File: src/rtl/core/mctc_pkg.sv
// shared types and constants of the multi-channel trace capture core
`timescale 1ns / 1ps
`default_nettype none

package mctc_pkg;

  // default sample store depth in 16-bit words
  localparam int STORE_DEPTH_DEF = 1024;
  // widest store address that any depth in range needs
  localparam int ADDR_W = 16;
  // width of the pointer fields in a reply
  localparam int PTR_OUT_W = 11;
  // jobs held between front and back
  localparam int QUEUE_DEPTH = 2;
  // words returned by one read
  localparam int READ_WORDS = 6;

  localparam logic [3:0] LEN_READ  = 4'd13;
  localparam logic [3:0] LEN_OTHER = 4'd5;

  typedef enum logic [2:0] {
    FUNC_TICK  = 3'd0,
    FUNC_ARM   = 3'd1,
    FUNC_QUERY = 3'd2,
    FUNC_READ  = 3'd3,
    FUNC_STOP  = 3'd4
  } func_t;

  typedef enum logic [1:0] {
    JOB_REPLY = 2'd0,
    JOB_WRITE = 2'd1,
    JOB_READ  = 2'd2
  } job_kind_t;

  typedef struct packed {
    logic [2:0]  func;
    logic [1:0]  channel_count;
    logic [15:0] sample_a;
    logic [15:0] sample_b;
    logic [15:0] sample_c;
    logic [15:0] read_offset;
    logic [1:0]  read_bank;
  } cmd_t;

  typedef struct packed {
    logic                 accepted;
    logic [3:0]           reply_length;
    logic [PTR_OUT_W-1:0] first_pointer;
    logic [PTR_OUT_W-1:0] segment_words;
    logic [15:0]          word_0;
    logic [15:0]          word_1;
    logic [15:0]          word_2;
    logic [15:0]          word_3;
    logic [15:0]          word_4;
    logic [15:0]          word_5;
  } result_t;

  // one classified command on its way to the memory side
  typedef struct packed {
    job_kind_t                 kind;
    logic                      accepted;
    logic [PTR_OUT_W-1:0]      first_pointer;
    logic [PTR_OUT_W-1:0]      segment_words;
    logic [2:0]                wr_en;
    logic [2:0][ADDR_W-1:0]    wr_addr;
    logic [2:0][15:0]          wr_data;
    logic [15:0]               rd_start;
  } job_t;

endpackage

`default_nettype wire

File: src/rtl/core/mctc_queue.sv
// short job queue between the front end and the memory sequencer
`timescale 1ns / 1ps
`default_nettype none

module mctc_queue (
  input  wire logic           clk,
  input  wire logic           rst,
  input  wire logic           push,
  input  wire mctc_pkg::job_t push_job,
  input  wire logic           pop,
  output mctc_pkg::job_t      head,
  output logic                empty,
  output logic                full
);

  localparam int QD   = mctc_pkg::QUEUE_DEPTH;
  localparam int PTRW = (QD > 1) ? $clog2(QD) : 1;
  localparam int CNTW = $clog2(QD + 1);

  mctc_pkg::job_t slots [QD];
  logic [PTRW-1:0] wr_ptr;
  logic [PTRW-1:0] rd_ptr;
  logic [CNTW-1:0] count;

  assign head  = slots[rd_ptr];
  assign empty = (count == '0);
  assign full  = (count == CNTW'(QD));

  always_ff @(posedge clk) begin
    if (push) begin
      slots[wr_ptr] <= push_job;
    end
  end

  always_ff @(posedge clk) begin
    if (rst) begin
      wr_ptr <= '0;
      rd_ptr <= '0;
      count  <= '0;
    end else begin
      if (push) begin
        wr_ptr <= (wr_ptr == PTRW'(QD - 1)) ? '0 : wr_ptr + PTRW'(1);
      end
      if (pop) begin
        rd_ptr <= (rd_ptr == PTRW'(QD - 1)) ? '0 : rd_ptr + PTRW'(1);
      end
      case ({push, pop})
        2'b10:   count <= count + CNTW'(1);
        2'b01:   count <= count - CNTW'(1);
        default: count <= count;
      endcase
    end
  end

endmodule

`default_nettype wire

File: config.mk
export PLATFORM = sky130hd
export DESIGN_NAME = mctc_queue
export DESIGN_NICKNAME = d
export VERILOG_FILES = /design/src/rtl/core/mctc_pkg.sv /design/src/rtl/core/mctc_queue.sv
export SDC_FILE = /design/constraint.sdc
export NUM_CORES = 1
export LEC_CHECK = 0
export CAP_MARGIN = 20
export CORE_MARGIN = 5
export CORE_UTILIZATION = 65
export CTS_CLUSTER_DIAMETER = 60
export CTS_CLUSTER_SIZE = 28
export DETAILED_ROUTE_END_ITERATION = 10
export DONT_BUFFER_PORTS = 1
export MAX_ROUTING_LAYER = met4
export PLACE_DENSITY = 0.82
export SLEW_MARGIN = 20
export SYNTH_ARGS = -nofsm -noshare
export SYNTH_HDL_FRONTEND = slang
export SYNTH_SLANG_ARGS = --single-unit
File: constraint.sdc
create_clock -name clk -period 14.8 [get_ports clk]
set_input_delay 2.96 -clock clk [delete_from_list [all_inputs] [get_ports clk]]
set_output_delay 2.96 -clock clk [all_outputs]
set_load 0.02 [all_outputs]
==> results of run 1 <==
## cell usage in the layout (no fill, tap or decap), types with 2 or more instances in the layout
master / synthesis / routed
edfxtp_1: 280 / 280
mux2_2: 130 / 130
clkbuf_16: 0 / 15
mux2_4: 10 / 10
nor2_1: 6 / 5
dfxtp_1: 5 / 4
xnor2_1: 3 / 3
buf_4: 0 / 3
clkbuf_1: 0 / 2
inv_8: 0 / 2
inv_6: 0 / 2
## logic make-up after synthesis
group | after synthesis | share of synthesized area [%]
XOR/XNOR | 4 | 0.338
AND/OR/NAND/NOR | 9 | 0.422
flip-flops | 285 | 82.0
multiplexers | 140 | 15.6
buffers and inverters | 17 | 1.47
adder cells (fa/ha/maj) | 1 | 0.121
AO/OA/AOI/OAI | 2 | 0.0964
## worst max-delay path, stage by stage (launching register included)
cell and delay, ps:
dfxtp_4 580, buf_4 650, mux2_2 480
## cell type report
cell class,instances,share of cell area [%]
multi-input combinational,156,15.6
tap,216,2.45
clock inverter,7,0.759
timing repair buffer,5,0.555
sequential,285,77.1
clock buffer,17,3.47
inverter,1,0.0340
## sequential cells by signal, summed over array words and instances (netlist names), named ones only
signal / flops
count: 2
rd_ptr: 1
slots: 280
wr_ptr: 1
## through the flow
step                      cell area (µm²)  worst slack (ps)
final                               11000              9590
after global routing                11000              9460
after CTS                           11000              8910
after detailed placement            10500              9440
after global placement              10500              9510
after floorplan                     10400              5270
## final timing paths
| check | from | end | slack [ps] | depth (start not counted) |
|---|---|---|---|---|
| max | flop | head[125] | 9590 | 2 |
| min | rd_ptr | rd_ptr | 520 | 2 |
| max reg2reg | wr_ptr | slots[1][136] | 12320 | 2 |
| min reg2reg | rd_ptr | rd_ptr | 520 | 2 |
## metal layers
metal / up-vias / part of all wire, % / track usage (%)
met5: - / 0 / -
met4: 0 / 1.6 / 4.14
met3: 21 / 16 / 11.1
met2: 228 / 51 / 31.8
met1: 1983 / 32 / 19.3
li1: 1811 / - / -
## report_power, final
part | internal [µW] | switching (µW)
registers | 942 | 15.1
logic | 51.4 | 113
clock network | 211 | 230
==> impl_results.md, run 1 <==
* Pwr/cell area at 142 nW/µm²
* Count leader, synth: edfxtp_1
* Drt drc at 0
* CTS sink count at 285
* # port buffers at 0
* All-Layer GR Usage at 19.0%
* Site Rows at 46
* Via density at 5.89
* Biggest area consumer among synthesized cells: edfxtp_1
* Cell area after synthesis at 10400 µm²
* Setup TNS at 0 ps
* Total global routing overflow at 0
* Asr flop ratio synth at 0%
* CTS tree: yes
* Max-Slew Margin vs Limit at 34.6%
* Setup bufs post-CTS at 0
* EDFF count, synth at 280
* Post-CTS Resized at 0
* Final Critical Period at 5210 ps
* Final Wtd Congestion at 0.762
* Hold Slack at 524 ps
* Worst setup SP type: flop
* Starting Density at 65.8%
* Vias at 4043
* # IOs at 286
* Syn Nets at 603
* Synth cell count leaders: edfxtp_1 (280), mux2_2 (130), buf_6 (11)
* Synth Instances at 458
* Layout cells sized above 1 at 36.3%
* Detail Route Antenna Nets at 0
* Unrepaired setup endpoints after global routing: false
* Synth top area share at 81.0%
* Fin crit share at 35.2%
* F_max at 0.192 GHz
* Worst setup path class: flop to output pin
* Primary FF master, synth: edfxtp_1
* DR pass1 iterations at 4
* CTS max path bufs at 3
* Post-synthesis area per instance at 22.7 µm²
* Crit-path max FO at 58
* Synth area leaders: edfxtp_1 (81%), mux2_2 (14%), mux2_4 (1.4%)
* Total power at 1560 µW
* Final setup vio count at 0
* Crit path DAT at 2250 ps
* Routed Wire Length at 17800 µm
* Util after Layout at 70.0%
* Post-route insts no fill at 687
* Largest net degree at the start of global routing at 90
* Inst Count DP at 662
* Max-cap violation count at 0
* Register Area at 8510 µm²
* Final Net Count at 609
* Seq/Total Area, Yosys at 82.0%
* Initial antenna violation count at 0
* Worst setup EP type: output pin
* Synth cell types at 16
* Hold buffers post-CTS at 0
* Clock-pin slew on the worst setup and hold paths at 90 ps
* DP HPWL at 12300 µm
* Area of the core at 15800 µm²
* H-tree Lvls at 1
* Status: finished, final reports clean
* Die ar. at 18600 µm²
* Ant diodes at 0
* Yosys Warn Count at 0
* DRT iter0 DRCs at 193
* Area delta synth->final at 6.39%
* Leakage at 0.00354 µW
* Hold Violations, Final at 0
* WL per Instance at 25.8 µm
* Slew @ Worst Pin at 981 ps
* Vias in the first global route at 4383
* Clock buffer count from CTS at 15
* Critical Path RT at 11840 ps
* HP Class: flop to flop
* Root Driver: clkbuf_16
* Overall die width at 136 µm
* Fillers at 962
* Worst Skew at 10.1 ps
* First-pass GRT wire length at 25500 µm
* Worst vdd ir at 0.140 mV
* Chip height at 136 µm
* Multi-input gate area at 1730 µm²
* Post-synthesis sequential element count at 285
* Worst-skew pair later-pin latency at 470 ps
* Max-slew violations at 0
Power figures use the tool's default switching activity.
==> run 2: changes to the inputs <==
- CORE_UTILIZATION: 65 -> 56
- PLACE_DENSITY: 0.82 -> 0.75
- clock period: 14.8 -> 4.35 ns (I/O delays scaled with it)
==> impl_results.md, run 2 (synthesized netlist as in run 1, its figures left out) <==
* Overall die width at 146 µm
* Max-slew violations at 0
* CTS sink count at 285
* Max-cap violation count at 0
* Worst setup path class: flop to output pin
* Total global routing overflow at 0
* First-pass GRT wire length at 26900 µm
* Hold buffers post-CTS at 0
* DP HPWL at 12300 µm
* Status: finished, final reports clean
* Root Driver: clkbuf_16
* # IOs at 286
* Worst-skew pair later-pin latency at 490 ps
* Unrepaired setup endpoints after global routing: false
* DR pass1 iterations at 4
* WL per Instance at 25.8 µm
* CTS max path bufs at 3
* Initial antenna violation count at 0
* # port buffers at 0
* Layout cells sized above 1 at 37.1%
* Commonest cells after routing, fill and taps aside: edfxtp_1 (280), mux2_2 (130), clkbuf_16 (17), mux2_4 (10), nor2_1 (5)
* Number of flip-flops in the largest register at 280
* HP Class: input pin to flop
* Hold Violations, Final at 0
* FF-to-FF setup slack at 2320 ps
* Area delta synth->final at 7.66%
* Worst vdd ir at 0.444 mV
* Site Rows at 49
* Die ar. at 21400 µm²
* F_max at 0.313 GHz
* Setup bufs post-CTS at 0
* Clock-pin slew on the worst setup and hold paths at 90 ps
* Max-Slew Margin vs Limit at 34.4%
* Crit-path max FO at 49
* Ant diodes at 0
* Vias at 4073
* CP peak stage delay at 800 ps
* Setup TNS at 0 ps
* Slew @ Worst Pin at 984 ps
* Biggest regs: slots: 280 flops, count: 2 flops
* Final Critical Period at 3200 ps
* Largest net degree at the start of global routing at 72
* Drt drc at 0
* All-Layer GR Usage at 16.8%
* Worst Skew at 8.84 ps
* Hold Slack at 436 ps
* Crit-path cells: buf_4 > mux2_2
* Chip height at 146 µm
* Area of the core at 18100 µm²
* Detail Route Antenna Nets at 0
* Leakage at 0.00359 µW
* Most common cell after layout, fill and taps aside: edfxtp_1
* Top reg by flops: slots
* Crit path DAT at 2330 ps
* Starting Density at 57.4%
* Final Wtd Congestion at 0.789
* H-tree Lvls at 1
* Worst setup SP type: flop
* DRT iter0 DRCs at 228
* Clock buffer count from CTS at 16
* Critical Path RT at 3480 ps
* Routed Wire Length at 18100 µm
* Worst setup EP type: output pin
* Pwr/cell area at 492 nW/µm²
* Vias in the first global route at 4354
* Fin crit share at 73.5%
* CTS tree: yes
* Final Net Count at 611
* Crit path max-delay cell type: dfxtp_4
* Post-CTS Resized at 0
* Final setup vio count at 0
* Via density at 5.79
-- run 2: worst max-delay path, delay by kind of cell, from the launching register on --
| family | cells | cell delay, ps |
|---|---|---|
| DFF | 1 | 800 |
| buffers and inverters | 1 | 520 |
| muxes | 1 | 460 |
-- run 2: cell type report --
class / count / area, µm²
tap: 229 / 287
clock buffer: 18 / 429
sequential: 285 / 8510
multi-input combinational: 156 / 1730
timing repair buffer: 6 / 95.1
clock inverter: 9 / 119
fill: 1215 / 6920
inverter: 1 / 3.75
-- run 2: worst paths after layout --
path            start  depth (start not counted)     endpoint
max              flop                          2     head[52]
min               rst                          1         flop
max reg2reg    wr_ptr                          2  slots[1][2]
min reg2reg  count[1]                          2     count[1]
-- run 2: through the flow --
step           instance area, µm²  instances  power (µW)  setup slack [ps]  utilization [%]
2_1_floorplan               10400        458        3800               945                -
3_3_place_gp                10600        677        3870              1710             58.7
3_5_place_dp                10600        677        3890              1650             58.7
4_1_cts                     11200        704        5560              1090             61.8
5_1_grt                     11200        704        5710              1030             61.8
6_report                    11200        704        5500              1150             61.8
-- run 2: metal layers --
metal	GRT usage, %	up-vias	share of wire (%)
met5	-	-	0
met4	2.96	0	1.1
met3	9.45	22	14
met2	28.1	195	51
met1	17.6	2038	35
li1	-	1818	-
-- run 2: power breakdown --
| group | leakage [µW] | total (µW) | switching (µW) | internal, µW |
|---|---|---|---|---|
| Clock | 0.000270 | 1680 | 865 | 815 |
| Sequential | 0.00267 | 3260 | 56.9 | 3200 |
| Combinational | 0.000655 | 558 | 378 | 179 |
| Total | 0.00359 | 5500 | 1300 | 4200 |
==> run 3: changes to the inputs <==
- CORE_UTILIZATION: 56 -> 62
- PLACE_DENSITY: 0.75 -> 0.79
- clock period: 4.35 -> 3.2 ns (I/O delays scaled with it)
==> impl_results.md, run 3 (synthesized netlist as in run 1, its figures left out) <==
* Status: finished, final reports clean
* Worst setup SP type: flop
* Worst Skew at 9.14 ps
* Final Critical Period at 2640 ps
* H-tree Lvls at 1
* Post-CTS Resized at 0
* Leakage at 0.00359 µW
* Clock-pin slew on the worst setup and hold paths at 90 ps
* Post-route insts no fill at 694
* HP Class: input pin to flop
* Worst setup EP type: output pin
* Starting Density at 62.8%
* Layout cells sized above 1 at 36.7%
* CP peak stage delay at 670 ps
* Final worst-path setup slack at 559 ps
* Vias in the first global route at 4449
* Commonest cells after routing, fill and taps aside: edfxtp_1 (280), mux2_2 (130), clkbuf_16 (15), mux2_4 (10)
* Fin crit share at 82.5%
* Worst vdd ir at 0.506 mV
* Register Area at 8510 µm²
* All-Layer GR Usage at 18.3%
* Die ar. at 19400 µm²
* Worst-skew pair later-pin latency at 470 ps
* WL per Instance at 25.5 µm
* CTS tree: yes
* Vias at 4073
* Final setup vio count at 0
* Area delta synth->final at 7.52%
* Slew @ Worst Pin at 731 ps
* Ant diodes at 0
* Most common cell after layout, fill and taps aside: edfxtp_1
* Met1 Use GR at 19.6%
* Crit path max-delay cell type: dfxtp_4
* Final Net Count at 612
* Grt met2 use at 30.7%
* CTS sink count at 285
* Chip height at 139 µm
* Overall die width at 139 µm
* First-pass GRT wire length at 26500 µm
* Biggest regs: slots: 280 flops, count: 2 flops
* Unrepaired setup endpoints after global routing: false
* Detail Route Antenna Nets at 0
* Crit path max-delay family: flip-flops
* Worst setup path class: flop to output pin
* Hold Slack at 222 ps
* Max-slew violations at 0
* Crit-path cells: buf_12 > mux2_2
* DR pass1 iterations at 4
* Hold Violations, Final at 0
* DP HPWL at 12300 µm
* Critical Path RT at 2560 ps
* Clock buffer count from CTS at 15
* Placement Setup Slack at 1040 ps
* Initial antenna violation count at 0
* GR Layer Usage met3 at 8.47%
* Site Rows at 47
* Crit path DAT at 2000 ps
* Largest net degree at the start of global routing at 86
* Multi-input gate area at 1730 µm²
* Via density at 5.87
* Routed Wire Length at 17700 µm
* Fillers at 1001
* Top Usage Layer GRT: met2
* Area of the core at 16500 µm²
* DRT iter0 DRCs at 196
* Count of buffer and inverter cells on the critical path at 1
* Max-Slew Margin vs Limit at 51.3%
* Total power at 7410 µW
* CTS max path bufs at 3
* Root Driver: clkbuf_16
* Setup TNS at 0 ps
* Final Wtd Congestion at 0.767
* Top reg by flops: slots
* Inst Count DP at 670
* Crit-path max FO at 65
* Pwr/cell area at 664 nW/µm²
* Setup bufs post-CTS at 0
* # port buffers at 0
* Max-cap violation count at 0
* Total global routing overflow at 0
* Hold buffers post-CTS at 0
* Drt drc at 0
* F_max at 0.379 GHz
* # IOs at 286
* Number of flip-flops in the largest register at 280
[run 3: changes by cell type in the layout (fill, tap and decap cells not counted)]
cell	before	now
bufinv_16	1	3
clkinv_4	0	1
inv_8	3	1
clkbuf_16	17	15
inv_6	2	1
clkinv_2	1	0
clkinv_1	0	1
buf_4	2	3
buf_12	4	5
clkinv_8	1	0
[run 3: metrics by stage]
stage | instance area (µm²) | util [%]
after CTS | 11200 | 67.5
after detailed placement | 10600 | 64.4
after floorplan | 10400 | -
final | 11200 | 67.5
after global routing | 11200 | 67.5
after global placement | 10600 | 64.4
[run 3: routing by layer]
metal  up-vias  wire [µm]
met3        41       2170
met4         0        435
li1       1815          -
met1      2008       5950
met5         -          0
met2       209       9170
[run 3: worst paths after layout]
path | from | to | cells past startpoint | slack, ps
hold / removal | rst | count[0] | 1 | 220
setup / recovery | flop | head[108] | 2 | 560
setup reg to reg | wr_ptr | slots[1][0] | 2 | 1460
hold reg to reg | count[1] | count[1] | 2 | 530
[run 3: layout make-up]
| type | instances | share of cell area, % |
|---|---|---|
| flip-flops and latches | 285 | 76.3 |
| multi-input cells | 156 | 15.5 |
| well taps | 220 | 2.47 |
| clock buffers | 16 | 3.40 |
| clock inverters | 8 | 1.24 |
| repair buffers | 8 | 1.10 |
| inverters | 1 | 0.0336 |
[run 3: power breakdown]
group          total (µW)  switching (µW)  internal (µW)  leakage [µW]
combinational         765             517            248      0.000668
clock                2220            1090           1140      0.000252
sequential           4430            74.4           4350       0.00267
